`src/rtl/bsd_pkg.sv`:
```
package bsd_pkg;

  localparam int DEPTH = 32;
  localparam int CNT_W = $clog2(DEPTH + 1);
  localparam int IDX_W = $clog2(DEPTH);
  localparam int CMP_W = (CNT_W > 6) ? CNT_W : 6;

  typedef enum logic [2:0] {
    OP_CLEAR      = 3'd0,
    OP_PUSH_FRONT = 3'd1,
    OP_PUSH_BACK  = 3'd2,
    OP_INSERT     = 3'd3,
    OP_POP_FRONT  = 3'd4,
    OP_POP_BACK   = 3'd5,
    OP_SWAP       = 3'd6,
    OP_DUMP       = 3'd7
  } op_t;

  typedef enum logic [1:0] {
    ST_OK         = 2'd0,
    ST_FULL       = 2'd1,
    ST_EMPTY      = 2'd2,
    ST_DUMP_EMPTY = 2'd3
  } status_t;

  typedef enum logic {
    FSM_IDLE = 1'b0,
    FSM_DUMP = 1'b1
  } fsm_t;

  typedef struct packed {
    op_t                operation;
    logic signed [31:0] value;
    logic [5:0]         position;
  } in_req_t;

  typedef struct packed {
    logic signed [31:0] element;
    logic [4:0]         element_index;
    logic [5:0]         count;
    status_t            status;
    logic               last;
  } out_rsp_t;

  typedef struct packed {
    logic exec;
    logic dump_step;
  } ctrl_cmd_t;

  typedef struct packed {
    logic empty;
    logic dump_last;
  } dp_stat_t;

endpackage

```
`src/rtl/bsd_ctrl.sv`:
```
module bsd_ctrl (
  input  logic               clk,
  input  logic               rst_n,
  input  logic               start,
  input  bsd_pkg::op_t       operation,
  input  bsd_pkg::dp_stat_t  stat,
  output bsd_pkg::ctrl_cmd_t cmd,
  output logic               busy
);

  bsd_pkg::fsm_t state_r, state_nxt;

  always_ff @(posedge clk) begin
    if (!rst_n) begin
      state_r <= bsd_pkg::FSM_IDLE;
    end else begin
      state_r <= state_nxt;
    end
  end

  always_comb begin
    state_nxt = state_r;
    case (state_r)
      bsd_pkg::FSM_IDLE: begin
        if (start && operation == bsd_pkg::OP_DUMP && !stat.empty) begin
          state_nxt = bsd_pkg::FSM_DUMP;
        end
      end
      bsd_pkg::FSM_DUMP: begin
        if (stat.dump_last) begin
          state_nxt = bsd_pkg::FSM_IDLE;
        end
      end
      default: state_nxt = bsd_pkg::FSM_IDLE;
    endcase
  end

  always_comb begin
    cmd.exec      = 1'b0;
    cmd.dump_step = 1'b0;
    busy          = 1'b0;
    case (state_r)
      bsd_pkg::FSM_IDLE: begin
        cmd.exec = start;
      end
      bsd_pkg::FSM_DUMP: begin
        cmd.dump_step = 1'b1;
        busy          = 1'b1;
      end
      default: busy = 1'b0;
    endcase
  end

endmodule

```
`src/rtl/bsd_dp.sv`:
```
module bsd_dp (
  input  logic               clk,
  input  logic               rst_n,
  input  bsd_pkg::in_req_t   req,
  input  bsd_pkg::ctrl_cmd_t cmd,
  output bsd_pkg::dp_stat_t  stat,
  output bsd_pkg::out_rsp_t  rsp,
  output logic               strobe
);

  logic signed [31:0] store_r   [bsd_pkg::DEPTH];
  logic signed [31:0] store_nxt [bsd_pkg::DEPTH];

  logic [bsd_pkg::CNT_W-1:0] count_r, count_nxt;
  logic [bsd_pkg::IDX_W-1:0] dump_idx_r, dump_idx_nxt;
  logic                      strobe_r, strobe_nxt;
  bsd_pkg::out_rsp_t         rsp_r, rsp_nxt;

  logic                      full, empty, pos_ge;
  logic [bsd_pkg::CNT_W-1:0] tail_w;
  logic [bsd_pkg::IDX_W-1:0] tail, ins_t, rd_addr;
  logic signed [31:0]        rd_data;
  bsd_pkg::status_t          status;

  assign full    = count_r == bsd_pkg::CNT_W'(bsd_pkg::DEPTH);
  assign empty   = count_r == '0;
  assign tail_w  = count_r - bsd_pkg::CNT_W'(1);
  assign tail    = tail_w[bsd_pkg::IDX_W-1:0];
  assign pos_ge  = bsd_pkg::CMP_W'(req.position) >= bsd_pkg::CMP_W'(count_r);
  assign rd_addr = cmd.dump_step ? dump_idx_r : tail;
  assign rd_data = store_r[rd_addr];

  always_comb begin
    if (req.operation == bsd_pkg::OP_PUSH_FRONT) begin
      ins_t = '0;
    end else if (req.operation == bsd_pkg::OP_PUSH_BACK || pos_ge) begin
      ins_t = bsd_pkg::IDX_W'(count_r);
    end else begin
      ins_t = bsd_pkg::IDX_W'(req.position);
    end
  end

  always_comb begin
    for (int i = 0; i < bsd_pkg::DEPTH; i++) begin
      store_nxt[i] = store_r[i];
    end
    count_nxt = count_r;
    status    = bsd_pkg::ST_OK;
    if (cmd.exec) begin
      case (req.operation)
        bsd_pkg::OP_CLEAR: count_nxt = '0;
        bsd_pkg::OP_PUSH_FRONT, bsd_pkg::OP_PUSH_BACK, bsd_pkg::OP_INSERT: begin
          if (full) begin
            status = bsd_pkg::ST_FULL;
          end else begin
            for (int i = 0; i < bsd_pkg::DEPTH; i++) begin
              if (bsd_pkg::IDX_W'(i) == ins_t) begin
                store_nxt[i] = req.value;
              end else if (i > 0 && bsd_pkg::IDX_W'(i) > ins_t) begin
                store_nxt[i] = store_r[(i > 0) ? i - 1 : 0];
              end
            end
            count_nxt = count_r + bsd_pkg::CNT_W'(1);
          end
        end
        bsd_pkg::OP_POP_FRONT, bsd_pkg::OP_POP_BACK: begin
          if (empty) begin
            status = bsd_pkg::ST_EMPTY;
          end else begin
            if (req.operation == bsd_pkg::OP_POP_FRONT) begin
              for (int i = 0; i < bsd_pkg::DEPTH - 1; i++) begin
                store_nxt[i] = store_r[i + 1];
              end
            end
            count_nxt = tail_w;
          end
        end
        bsd_pkg::OP_SWAP: begin
          if (!empty && count_r != bsd_pkg::CNT_W'(1)) begin
            store_nxt[0] = rd_data;
            for (int i = 1; i < bsd_pkg::DEPTH; i++) begin
              if (bsd_pkg::IDX_W'(i) == tail) begin
                store_nxt[i] = store_r[0];
              end
            end
          end
        end
        bsd_pkg::OP_DUMP: begin
          if (empty) begin
            status = bsd_pkg::ST_DUMP_EMPTY;
          end
        end
        default: status = bsd_pkg::ST_OK;
      endcase
    end
  end

  always_comb begin
    dump_idx_nxt = dump_idx_r;
    strobe_nxt   = 1'b0;
    rsp_nxt      = rsp_r;
    if (cmd.exec) begin
      dump_idx_nxt          = '0;
      strobe_nxt            = !(req.operation == bsd_pkg::OP_DUMP && !empty);
      rsp_nxt.element       = '0;
      rsp_nxt.element_index = '0;
      rsp_nxt.count         = 6'(count_nxt);
      rsp_nxt.status        = status;
      rsp_nxt.last          = 1'b1;
    end else if (cmd.dump_step) begin
      dump_idx_nxt          = dump_idx_r + bsd_pkg::IDX_W'(1);
      strobe_nxt            = 1'b1;
      rsp_nxt.element       = rd_data;
      rsp_nxt.element_index = 5'(dump_idx_r);
      rsp_nxt.count         = 6'(count_r);
      rsp_nxt.status        = bsd_pkg::ST_OK;
      rsp_nxt.last          = stat.dump_last;
    end
  end

  assign stat.empty     = empty;
  assign stat.dump_last = dump_idx_r == tail;

  always_ff @(posedge clk) begin
    if (!rst_n) begin
      count_r  <= '0;
      strobe_r <= 1'b0;
    end else begin
      count_r  <= count_nxt;
      strobe_r <= strobe_nxt;
    end
  end

  always_ff @(posedge clk) begin
    store_r    <= store_nxt;
    dump_idx_r <= dump_idx_nxt;
    rsp_r      <= rsp_nxt;
  end

  assign rsp    = rsp_r;
  assign strobe = strobe_r;

endmodule

```
`src/rtl/bounded_sequence_deque_top.sv`:
```
// Channel   Handshake            Payload
// request   start / busy         in_req  (operation, value, position)
// result    out_strobe, 1 cycle  out_rsp (element, element_index, count, status, last)
//
// Every operation but a dump of a nonempty store answers in the cycle after it is
// taken, and a new request can be taken in each cycle while busy is low.
// A dump holds busy while it emits the stored elements, one element a cycle
// through the single store read port; the next request is taken after that.
// Synchronous active-low reset empties the store; stored words are not cleared.
// The receiver cannot stall: each result is valid for exactly one cycle.
module bounded_sequence_deque_top (
  input  logic              clk,
  input  logic              rst_n,
  input  logic              start,
  output logic              busy,
  input  bsd_pkg::in_req_t  in_req,
  output logic              out_strobe,
  output bsd_pkg::out_rsp_t out_rsp
);

  bsd_pkg::ctrl_cmd_t cmd;
  bsd_pkg::dp_stat_t  stat;

  bsd_ctrl u_ctrl (
    .clk       (clk),
    .rst_n     (rst_n),
    .start     (start),
    .operation (in_req.operation),
    .stat      (stat),
    .cmd       (cmd),
    .busy      (busy)
  );

  bsd_dp u_dp (
    .clk    (clk),
    .rst_n  (rst_n),
    .req    (in_req),
    .cmd    (cmd),
    .stat   (stat),
    .rsp    (out_rsp),
    .strobe (out_strobe)
  );

endmodule
```
`config.mk`:
```
export PLATFORM = sky130hd
export DESIGN_NAME = bounded_sequence_deque_top
export DESIGN_NICKNAME = d
export VERILOG_FILES = /design/src/rtl/bsd_pkg.sv /design/src/rtl/bsd_ctrl.sv /design/src/rtl/bsd_dp.sv /design/src/rtl/bounded_sequence_deque_top.sv
export SDC_FILE = /design/constraint.sdc
export NUM_CORES = 2
export LEC_CHECK = 0
export BUFFER_PORTS_ARGS = -buffer_cell sky130_fd_sc_hd__buf_2
export CORE_ASPECT_RATIO = 2
export CORE_UTILIZATION = 25
export DETAILED_ROUTE_END_ITERATION = 7
export PLACE_DENSITY = 0.41
export SKIP_CTS_REPAIR_TIMING = 1
export SLEW_MARGIN = 20
export SYNTH_ARGS = -nofsm -noshare
export SYNTH_HDL_FRONTEND = slang
export SYNTH_SLANG_ARGS = --single-unit
```
`constraint.sdc`:
```
create_clock -name clk -period 7.3 [get_ports clk]
set_input_delay 1.095 -clock clk [delete_from_list [all_inputs] [get_ports clk]]
set_output_delay 1.095 -clock clk [all_outputs]
set_load 0.01 [all_outputs]
```
==> run metrics <==
xor/xnor share of the synthesized area 0.148%; Tot GR Track Use 24.9%; Vias 57500; clock-pin slew on the worst setup and hold paths 0.08 ns; Mapped Area 65000 um^2; Via-to-Cell Ratio 6.06; DR WL/cell 35.4 um; clock buffer depth 3; Data arrival, critical path about 5.8 ns; worst hold start u_dp.rsp[13]; Post-synth EDFFs 1032; RSZ-0062 raised after global routing false; row count 264; Initial Utilization approximately a quarter; share of cells above drive strength 1 12.1%; largest family of logic cells by synthesized area compound AO/OA/AOI/OAI gates; first-pass GRT wire length 464000 um; Root Buffer clkbuf_16; DR iter-0 viols around 6400; status finished clean; highest achievable clock rate ~190 MHz; setup tns final 0 ns; I/O Buffers a little over 90; Yosys cell types 79; total CTS buffers between 100 and 150; reg2reg path depth 9; startpoint types flop; Max Cap Viol 0; Final min period between 5 and 6 ns; CP Class flop to flop; ys async rst share 0%; Req. time, crit path 7.77 ns; Primary FF master, synth edfxtp_1; synthesized flop and latch total 1083; final WL 336000 um; final slew viol count 0; H-tree levels 3; Layout Skew roughly 0.041 ns; Synth Area in Compound Gates 23.1%; IO Count 92; vias in the first global route 57400; Die Y a little over 700 um; Post-DRT Antenna Nets 0; Min-Delay Path Class flop to flop; Syn Nets 6337; Worst Path Max Fanout 21; Placeable Area 258000 um^2; leak pwr about 23 nW; Mapped Cells ~6300; routability-driven placement congestion ratio 0.916; Layout area overhead 12.1%; Post-DP HPWL 204000 um; flop-to-flop setup slack roughly 2.0 ns; # setup viols final 0; die width 362 um; grt total ovfl 0; 1st-pass router iterations 5; hold depth 2; CTS tree done; Nets 5988; Post-Synth Adder-Cell Area 0.270%; final cycle utilization of the critical path 72.6%; # DRC 0; initial antenna violation count 19; Critical Path Sink Type flop; worst rel slew slack 20.7%; post-synthesis mux area share 11.7%; Power per Cell Area between 200 and 250 nW/um^2; Sink Count 1083; worst slew pin tran 1.19 ns; syn avg cell area between 10 and 15 um^2; Endpoint, Worst Hold u_dp.rsp[13]; Syn. warnings 0; die area approximately 260000 um^2; post-synthesis simple-gate area fraction 10.2%; Worst R2R Start u_dp.count_r[3]; PnR worst setup slack 2.00 ns; Worst-Skew Late Latency 0.77 ns; largest net degree at the start of global routing 169; share of the yosys chip area belonging to registers 49.3%; final hold violations 0; Critical R2R Capture u_dp.store_r[939]; Setup WS pre-CTS 1.72 ns; VDD IR max 0.246 mV
==> synth_stat cells, types with 5 or more instances <==
cell / n / share of area, %
nor3_1: 24 / 0.18
buf_2: 144 / 1.1
a211oi_1: 7 / 0.081
o31ai_1: 5 / 0.058
buf_1: 59 / 0.34
a31oi_1: 12 / 0.12
ha_1: 14 / 0.27
buf_4: 27 / 0.31
edfxtp_1: 1032 / 48
mux2i_1: 456 / 7.0
a32o_1: 32 / 0.49
a32oi_1: 130 / 1.8
o21ai_0: 235 / 1.8
and2_1: 49 / 0.47
mux2_2: 10 / 0.17
mux4_2: 128 / 4.4
dfxtp_1: 51 / 1.6
nand2_1: 375 / 2.2
and2_0: 24 / 0.23
buf_6: 12 / 0.21
a21oi_1: 1001 / 7.7
nand3_1: 829 / 6.4
o21ai_1: 83 / 0.64
clkbuf_1: 545 / 3.1
xnor2_1: 6 / 0.081
a22o_1: 5 / 0.067
inv_1: 12 / 0.069
a221o_1: 31 / 0.48
o22ai_1: 8 / 0.077
nand4_1: 7 / 0.067
nand2b_1: 8 / 0.077
xor2_1: 5 / 0.067
o211ai_1: 673 / 7.8
a22oi_1: 65 / 0.75
o21a_1: 33 / 0.38
o21bai_1: 33 / 0.38
o2111ai_1: 5 / 0.067
nor2_1: 38 / 0.22
==> report_power, final <==
group | internal, W | total [W] | switching (W)
Clock | 0.00304 | 0.00584 | 0.00280
Sequential | 0.00748 | 0.00787 | 0.000390
Combinational | 0.00115 | 0.00381 | 0.00266
==> cell usage in the layout (no fill, tap or decap), types with 10 or more instances in the layout <==
master     instances
a32oi_1          130
nand3_4           13
and2_0            24
ha_1              14
mux2i_1          455
clkinv_2          21
nor3_2            18
o21a_1            33
mux2_2            10
dfxtp_1           49
o21bai_1          33
edfxtp_1        1032
a221o_1           31
buf_4            211
o21ai_0          234
buf_12            29
a31oi_1           12
clkbuf_16        108
buf_2             91
a32o_1            32
nor2_1            29
o211ai_1         673
a22oi_1           65
o21ai_1           82
clkbuf_1          27
nor2_4            10
nand2_1          373
a21oi_1          999
inv_1             12
clkinv_1          23
nand3_1          817
and2_1            46
mux4_2           128
==> layer usage <==
metal	GRT usage, %	wire (um)	up-vias
li1	-	-	24000
met1	26.8	118000	29700
met2	44.8	172000	2805
met3	3.32	18900	895
met4	17.5	27100	16
met5	0	103	-
==> logic make-up after synthesis <==
logic type	Yosys count
buffers and inverters	802
XOR/XNOR	11
AND/OR/NAND/NOR	1387
adder cells (fa/ha/maj)	14
flip-flops	1083
multiplexers	598
AO/OA/AOI/OAI	2384
==> layout make-up <==
| cell class | count | area, um^2 |
|---|---|---|
| Multi-Input combinational cell | 4394 | 30300 |
| Tap cell | 3458 | 4330 |
| Antenna cell | 8 | 20.0 |
| Sequential cell | 1083 | 32000 |
| Timing Repair Buffer | 332 | 2650 |
| Clock inverter | 58 | 502 |
| Clock buffer | 141 | 2890 |
| Fill cell | 27200 | 186000 |
| Inverter | 14 | 52.6 |
==> worst max-delay path: stages (launching register included) <==
cell      delay [ns]
dfxtp_1         0.78
inv_1           0.33
ha_1            0.40
nand4_1         0.31
o21ai_4         0.65
mux2i_2         0.89
nand3_4         0.75
buf_4           0.56
nand3_1         0.16
o211ai_1        0.11
==> flip-flops by register name, summed over array words and instances, names as in the netlist <==
name             flops
u_dp.count_r         6
u_dp.store_r      1024
u_dp.strobe          1
u_dp.dump_idx_r      5
u_dp.rsp            46
u_ctrl.state_r       1
==> worst max path at each step <==
stage                          from                 to  cells past startpoint
finish              u_dp.count_r[3]  u_dp.store_r[939]                      9
global placement          in_req[3]  u_dp.store_r[170]                      9
CTS                 u_dp.count_r[3]  u_dp.store_r[164]                      9
floorplan                 in_req[5]  u_dp.store_r[608]                      8
detailed placement        in_req[3]  u_dp.store_r[170]                      9
global route        u_dp.count_r[3]  u_dp.store_r[690]                      9
==> metrics by stage <==
step                      hold WS, ns  util, %  instance area, um^2  cells  total power (W)
after floorplan                 0.489        -                65000   6279           0.0100
after global placement          0.454     26.8                69300   9279           0.0117
after detailed placement        0.457     26.8                69300   9280           0.0118
after CTS                       0.474     28.2                72700   9479           0.0176
after global routing            0.477     28.2                72800   9482           0.0180
final                           0.470     28.2                72800   9488           0.0175
Note: power is estimated with default switching activity, not from simulation.
